## config.mk

```make
export PLATFORM = sky130hd
export DESIGN_NAME = fletcher64_block_checksum_unit
export DESIGN_NICKNAME = d
export VERILOG_FILES = /design/src/rtl/f64cs_pkg.sv /design/src/rtl/f64cs_accum.sv /design/src/rtl/f64cs_finish.sv /design/src/rtl/fletcher64_block_checksum_unit.sv
export VERILOG_INCLUDE_DIRS = /design/src /design/src/rtl
export SDC_FILE = /design/constraint.sdc
export NUM_CORES = 1
export LEC_CHECK = 0
export BUFFER_PORTS_ARGS = -buffer_cell sky130_fd_sc_hd__buf_2
export CORE_MARGIN = 1.5
export CORE_UTILIZATION = 40
export DETAILED_ROUTE_END_ITERATION = 12
export PLACE_DENSITY = 0.65
export SYNTH_ARGS = -nofsm -noshare
export SYNTH_HDL_FRONTEND = slang
export SYNTH_SLANG_ARGS = --single-unit
```

## constraint.sdc

```tcl
create_clock -name clk -period 22.6 [get_ports clk]
set_input_delay 4.52 -clock clk [delete_from_list [all_inputs] [get_ports clk]]
set_output_delay 4.52 -clock clk [all_outputs]
set_load 0.05 [all_outputs]
```

## src/rtl/fletcher64_block_checksum_unit_macros.svh

```systemverilog
// Assertion macros shared by the checksum unit modules.
`ifndef FLETCHER64_BLOCK_CHECKSUM_UNIT_MACROS_SVH
`define FLETCHER64_BLOCK_CHECKSUM_UNIT_MACROS_SVH

// Checked on every rising clock edge outside reset.
`define F64CS_ASSERT(lbl, prop) \
  lbl: assert property (@(posedge clk) disable iff (!rst_n) prop) \
    else $error("f64cs assertion failed");

// Checked on every rising clock edge, reset included.
`define F64CS_ASSERT_ALWAYS(lbl, prop) \
  lbl: assert property (@(posedge clk) prop) \
    else $error("f64cs reset assertion failed");

`endif

```

## src/rtl/f64cs_pkg.sv

```systemverilog
// Types, constants and modular arithmetic helpers for the Fletcher-64 checksum unit.
package f64cs_pkg;

  localparam int WORD_W = 32;
  localparam int SUM_W  = 64;
  localparam int POS_W  = 2;

  localparam logic [WORD_W-1:0] MOD32 = 32'hFFFF_FFFF;

  // Everything the finishing stages need once a block has ended.
  typedef struct packed {
    logic [WORD_W-1:0] sum_one;
    logic [WORD_W-1:0] sum_two;
    logic [SUM_W-1:0]  stored;
  } fin_t;

  // Add of two residues in 0..MOD32 with end-around carry; the result stays in 0..MOD32.
  function automatic logic [WORD_W-1:0] eac_add(input logic [WORD_W-1:0] a,
                                                input logic [WORD_W-1:0] b);
    logic [WORD_W:0] raw;
    raw = {1'b0, a} + {1'b0, b};
    return raw[WORD_W-1:0] + {{(WORD_W-1){1'b0}}, raw[WORD_W]};
  endfunction

  // All ones is the same residue as zero.
  function automatic logic [WORD_W-1:0] reduce(input logic [WORD_W-1:0] a);
    return (a == MOD32) ? '0 : a;
  endfunction

endpackage

```

## src/rtl/f64cs_accum.sv

```systemverilog
// Input register, header capture and running-sum accumulation of the checksum unit.
`include "fletcher64_block_checksum_unit_macros.svh"

module f64cs_accum #(
  parameter int HEADER_WORDS = 2
) (
  input  logic                          clk,
  input  logic                          rst_n,
  input  logic                          in_valid,
  output logic                          in_ready,
  input  logic [f64cs_pkg::WORD_W-1:0]  in_data_word,
  input  logic                          in_last_word,
  output logic                          fin_valid,
  input  logic                          fin_ready,
  output f64cs_pkg::fin_t               fin_data
);
  import f64cs_pkg::*;

  localparam logic [POS_W-1:0] HDR = POS_W'(HEADER_WORDS);

  logic              v0_r;
  logic [WORD_W-1:0] word_r;
  logic              last_r;

  logic [POS_W-1:0]  pos_r, pos_nxt;
  logic [WORD_W-1:0] s1_r, s1_nxt;
  logic [WORD_W-1:0] s2_r, s2_nxt;
  logic [SUM_W-1:0]  stored_r, stored_nxt;

  logic              v1_r;
  fin_t              fin_r;

  logic adv1, consume0, in_fire;

  assign adv1     = !v1_r || fin_ready;
  assign consume0 = v0_r && (!last_r || adv1);
  assign in_ready = !v0_r || consume0;
  assign in_fire  = in_valid && in_ready;

  // Header words are captured into the stored checksum; later words feed the sums.
  always_comb begin
    pos_nxt    = pos_r;
    s1_nxt     = s1_r;
    s2_nxt     = s2_r;
    stored_nxt = stored_r;
    if (pos_r < HDR) begin
      if (pos_r == POS_W'(0)) begin
        stored_nxt[WORD_W-1:0] = word_r;
      end else if (pos_r == POS_W'(1)) begin
        stored_nxt[SUM_W-1:WORD_W] = word_r;
      end
      pos_nxt = pos_r + POS_W'(1);
    end else begin
      s1_nxt = eac_add(s1_r, word_r);
      s2_nxt = eac_add(s2_r, s1_nxt);
    end
  end

  always_ff @(posedge clk) begin
    if (!rst_n) begin
      v0_r     <= 1'b0;
      v1_r     <= 1'b0;
      pos_r    <= '0;
      s1_r     <= '0;
      s2_r     <= '0;
      stored_r <= '0;
    end else begin
      if (in_ready) begin
        v0_r <= in_valid;
      end
      if (adv1) begin
        v1_r <= v0_r && last_r;
      end
      if (consume0) begin
        if (last_r) begin
          pos_r    <= '0;
          s1_r     <= '0;
          s2_r     <= '0;
          stored_r <= '0;
        end else begin
          pos_r    <= pos_nxt;
          s1_r     <= s1_nxt;
          s2_r     <= s2_nxt;
          stored_r <= stored_nxt;
        end
      end
    end
  end

  always_ff @(posedge clk) begin
    if (in_fire) begin
      word_r <= in_data_word;
      last_r <= in_last_word;
    end
    if (adv1 && v0_r && last_r) begin
      fin_r.sum_one <= s1_nxt;
      fin_r.sum_two <= s2_nxt;
      fin_r.stored  <= stored_nxt;
    end
  end

  assign fin_valid = v1_r;
  assign fin_data  = fin_r;

  `F64CS_ASSERT(a_pos_bounded, pos_r <= HDR)
  `F64CS_ASSERT(a_block_end_clears,
    (consume0 && last_r) |=> (pos_r == '0 && s1_r == '0 && s2_r == '0 && stored_r == '0))

endmodule

```

## src/rtl/f64cs_finish.sv

```systemverilog
// Two-stage finishing path: forms c1, then c2, the checksum and the match flag.
`include "fletcher64_block_checksum_unit_macros.svh"

module f64cs_finish (
  input  logic                         clk,
  input  logic                         rst_n,
  input  logic                         fin_valid,
  output logic                         fin_ready,
  input  f64cs_pkg::fin_t              fin_data,
  output logic                         out_valid,
  input  logic                         out_ready,
  output logic [f64cs_pkg::SUM_W-1:0]  out_checksum,
  output logic                         out_checksum_ok
);
  import f64cs_pkg::*;

  logic              v2_r;
  logic [WORD_W-1:0] c1_r, c1_nxt;
  logic [WORD_W-1:0] s1_r;
  logic [SUM_W-1:0]  stored_r;

  logic              v3_r;
  logic [SUM_W-1:0]  sum_r, sum_nxt;
  logic              ok_r;
  logic [WORD_W-1:0] c2_nxt;

  logic adv3, adv2;

  assign adv3      = !v3_r || out_ready;
  assign adv2      = !v2_r || adv3;
  assign fin_ready = adv2;

  assign c1_nxt  = MOD32 - reduce(eac_add(fin_data.sum_one, fin_data.sum_two));
  assign c2_nxt  = MOD32 - reduce(eac_add(s1_r, c1_r));
  assign sum_nxt = {c2_nxt, c1_r};

  always_ff @(posedge clk) begin
    if (!rst_n) begin
      v2_r <= 1'b0;
      v3_r <= 1'b0;
    end else begin
      if (adv2) begin
        v2_r <= fin_valid;
      end
      if (adv3) begin
        v3_r <= v2_r;
      end
    end
  end

  always_ff @(posedge clk) begin
    if (adv2 && fin_valid) begin
      c1_r     <= c1_nxt;
      s1_r     <= fin_data.sum_one;
      stored_r <= fin_data.stored;
    end
    if (adv3 && v2_r) begin
      sum_r <= sum_nxt;
      ok_r  <= (sum_nxt == stored_r);
    end
  end

  assign out_valid       = v3_r;
  assign out_checksum    = sum_r;
  assign out_checksum_ok = ok_r;

  `F64CS_ASSERT(a_mid_stage_holds, (v2_r && !adv3) |=> v2_r)

endmodule

```

## src/rtl/fletcher64_block_checksum_unit.sv

```systemverilog
// Fletcher-64 block checksum unit: top level joining accumulation and finishing.
//
// Usage: a block is streamed in on the input channel (in_valid/in_ready), one
// 32-bit word per transaction, with in_last_word high on the final
// word. The first HEADER_WORDS words carry the stored checksum, low word first,
// and are captured rather than summed. Every later word updates two running sums
// kept modulo 0xFFFFFFFF.
// For each block exactly one result transaction appears on the output channel
// (out_valid/out_ready): the computed checksum c2:c1 and a flag that is high
// when it equals the stored checksum. Words that are not last give no result.
// Throughput is one word per cycle, a last word only while the finishing stages
// have room; the limit is the accumulate step, two chained end-around-carry adds
// feeding the running sums. A result passes the input register, the fin register
// and both finishing stages. A stalled receiver fills them; in_ready then
// drops at a last word. Nothing is lost and results hold steady until taken.
// Reset (rst_n low, synchronous) empties all stages and clears the sums,
// the header position and the captured checksum.
`include "fletcher64_block_checksum_unit_macros.svh"

module fletcher64_block_checksum_unit #(
  parameter int HEADER_WORDS = 2
) (
  input  logic                          clk,
  input  logic                          rst_n,
  input  logic                          in_valid,
  output logic                          in_ready,
  input  logic [f64cs_pkg::WORD_W-1:0]  in_data_word,
  input  logic                          in_last_word,
  output logic                          out_valid,
  input  logic                          out_ready,
  output logic [f64cs_pkg::SUM_W-1:0]   out_checksum,
  output logic                          out_checksum_ok
);
  import f64cs_pkg::*;

  logic fin_valid;
  logic fin_ready;
  fin_t fin_data;

  f64cs_accum #(
    .HEADER_WORDS(HEADER_WORDS)
  ) u_accum (
    .clk          (clk),
    .rst_n        (rst_n),
    .in_valid     (in_valid),
    .in_ready     (in_ready),
    .in_data_word (in_data_word),
    .in_last_word (in_last_word),
    .fin_valid    (fin_valid),
    .fin_ready    (fin_ready),
    .fin_data     (fin_data)
  );

  f64cs_finish u_finish (
    .clk             (clk),
    .rst_n           (rst_n),
    .fin_valid       (fin_valid),
    .fin_ready       (fin_ready),
    .fin_data        (fin_data),
    .out_valid       (out_valid),
    .out_ready       (out_ready),
    .out_checksum    (out_checksum),
    .out_checksum_ok (out_checksum_ok)
  );

  `F64CS_ASSERT_ALWAYS(a_reset_empties, !rst_n |=> (!out_valid && in_ready))

endmodule

```

==> key figures <==
Power and ir drop
  – Clock power frac: 0.416
  – Switching pwr: 0.558 mW
  – Peak supply drop: 0.0540 mV
  – Comb power frac: 0.116
  – P_int: 1.60 mW
  – Final Power: 2.16 mW
  – Power per cell area: 67.3 nW/um^2
  – P_leak: 11.6 nW
  – Sw Share: 0.259
  – Reg power frac: 0.467

Timing
  – RSZ-0062 raised after global routing: no
  – Worst Skew: 0.0145 ns
  – Setup TNS: 0 ns
  – Final Hold Fails: 0
  – Fin crit share: 0.463
  – Slew @ Worst Pin: around 1.3 ns
  – Slew Limit Fails: 0
  – Max Clock Freq: 0.0956 GHz
  – Final hold slack: around 0.42 ns
  – Slew Limit Headroom: 0.161
  – Min Tclk post-route: 10.46 ns
  – Final setup viols: 0

Synth
  – Main synth FF type: edfxtp_1
  – Post-synthesis register bit count: 488
  – Leading cell types by total area after synthesis: edfxtp_1, dfxtp_1, ha_1
  – Synth async-reset ratio: 0
  – Syn_nets: about 2,900
  – Instance count of the mapped netlist: around 2,700
  – Sequential element share of the synthesized area: 0.463
  – Library cells used by synthesis: 102
  – Post-synth top area cell: edfxtp_1
  – Share of the synthesized area in the top cell type: 0.370
  – Warnings from Yosys: 0
  – Syn avg cell area: 10.5 um^2
  – Number of enable flip-flop cells after synthesis: 354
  – Mapped Area: 28,800 um^2

Setup path
  – CP required: approximately 18 ns
  – Max FO, Critical Path: 6
  – Crit. End Element: primary output
  – Startpoint Class: input pin
  – Crit path DAT: 5.94 ns
  – CP Class: in2out

Floorplanning
  – Die footprint: 73,500 um^2
  – I/O pins: 104
  – Initial Util: 0.403
  – Site Rows: 98
  – Die W: 271 um
  – Chip Height: 271 um
  – Core box area: 71,400 um^2

GRT
  – First-pass GRT wire length: 124,000 um
  – Total track usage: 0.219
  – Met2 Usage GRT: 0.373
  – Largest net degree at the start of global routing: ~90
  – M1 GR Usage: 0.284
  – Grt ovf: 0
  – Vias in the first global route: 20,724
  – Initial antenna violation count: 0
  – Busiest grt layer: met2
  – GR Util met3: 0.0253

Min path
  – Tightest Hold Check Type: reg2reg

Routing
  – Vias/cell: a little under 6
  – DRC marker count from the first detailed-route iteration: just over 2,000
  – Post-route ant nets: 0
  – Via Count: approximately 22,000
  – Final WL: between 80,000 and 90,000 um
  – Average wire per standard cell: roughly 22 um
  – # DRC: 0
  – First drt pass iteration count: 6

Finish
  – Commonest non-fill, non-tap cell in the layout: edfxtp_1
  – Post-layout nets: 2,998
  – Area grow syn2layout: 11.4%
  – Most frequent cells in the layout: edfxtp_1, nand2_1, nor2_1
  – Layout cells sized above 1: 0.130
  – Finished Cell Area: 32,000 um^2

CTS
  – Clock Path Buffers: 3
  – Clock Latency Late Sink: 0.61 ns
  – Post-CTS Setup Bufs: 0
  – CTS H-tree depth: 2
  – Hold bufs inserted after CTS: 0
  – Num Clock Sinks: slightly below 500
  – Cts repair resizes: 0
  – Root Buffer: clkbuf_16
  – CTS tree: yes
  – Clock slew at reported path FFs: 0.06 ns
  – TritonCTS buffer count: 52

Outcome
  – Status: finished, final reports clean

Placement
  – Port buffer count: approximately 100
  – HPWL after DPL: 62,300 um
  – Area post-placement: 30,200 um^2
  – RePlAce Congestion: 0.966

Run
  – # Max-Cap Violations: 0
==> per-layer routing <==
layer	vias to the layer above	share of wire
met2	665	0.48
met3	115	0.049
met5	-	0
met1	10738	0.43
li1	10494	-
met4	0	0.041
==> path summary, 6_finish.rpt <==
check	start	to	slack [ns]	depth (start not counted)
worst min register to register	u_accum.fin_data[40]$_DFFE_PP_	u_finish.stored_r[40]$_DFFE_PP_	0.42	0
worst max-delay path	out_ready	in_ready	12.14	5
worst max register to register	u_accum.word_r[0]$_DFFE_PP_	u_accum.fin_data[90]$_DFFE_PP_	12.27	42
worst min-delay path	u_accum.fin_data[40]$_DFFE_PP_	u_finish.stored_r[40]$_DFFE_PP_	0.42	0
==> area by class of cell <==
cell class,instances,area (um^2)
Clock inverter,37,418
Inverter,76,285
Antenna cell,1,2.50
Fill cell,6548,39300
Sequential cell,488,13300
Multi-Input combinational cell,2076,14800
Tap cell,950,1190
Timing Repair Buffer,124,673
Clock buffer,60,1380
==> per-stage QoR <==
stage                      util  setup slack, ns  std cells
after detailed placement  0.424            12.17       3714
final                     0.449            12.14       3812
after global routing      0.449            11.73       3811
after CTS                 0.449            12.16       3811
after floorplan               -             7.93       2748
after global placement    0.424            12.24       3714
==> power groups by stage <==
stage               logic, mW  registers (mW)  clock network (mW)
global route            0.272            1.01               0.947
finish                  0.251            1.01               0.898
global placement        0.243            1.03                   0
floorplan               0.179            1.02                   0
detailed placement      0.247            1.03                   0
CTS                     0.249            1.01               0.913
==> critical path: stages <==
cell and delay [ns]:
buf_2 0.10, nor2b_1 0.50, and3_1 0.41, nand3_1 0.14
buf_2 0.28
==> cells by family after synthesis <==
kind of cell | Yosys count | share of synthesized area
buf+inv | 184 | 0.0252
flops | 488 | 0.463
simple gates | 959 | 0.179
xor+xnor | 224 | 0.0685
compound gates | 650 | 0.162
mux | 100 | 0.0388
fa+ha+maj | 143 | 0.0633
==> flip-flops by register name, summed over array words and instances (netlist names) <==
| register | count |
|---|---|
| u_finish.stored_r | 64 |
| u_accum.v0_r | 1 |
| u_finish.out_valid | 1 |
| u_finish.out_checksum | 64 |
| u_accum.fin_data | 128 |
| u_accum.word_r | 32 |
| u_finish.s1_r | 32 |
| u_finish.out_checksum_ok | 1 |
| u_accum.s2_r | 32 |
| u_accum.pos_r | 2 |
| u_accum.fin_valid | 1 |
| u_accum.s1_r | 32 |
| u_accum.stored_r | 64 |
| u_finish.c1_r | 32 |
| u_accum.last_r | 1 |
| u_finish.v2_r | 1 |
==> synth_stat cells, types with 19 or more instances <==
cell      number
a22oi_1       33
a21oi_1      136
nand2b_1      31
o21ai_0       74
a21o_1        60
a21boi_0      73
nor3_1        67
nor2_1       168
nor4_1        34
nand3_1       56
and3_1        23
nor2b_1       58
mux2_2        91
ha_1         139
o21a_1        29
edfxtp_1     354
o211ai_1      20
xnor2_1      141
inv_1         76
nand3b_1      80
and2_1        19
nand2_1      258
or3_1         25
xor2_1        82
nand4_1       41
dfxtp_1      134
clkbuf_1      90
(Power assumes the default switching activity.)
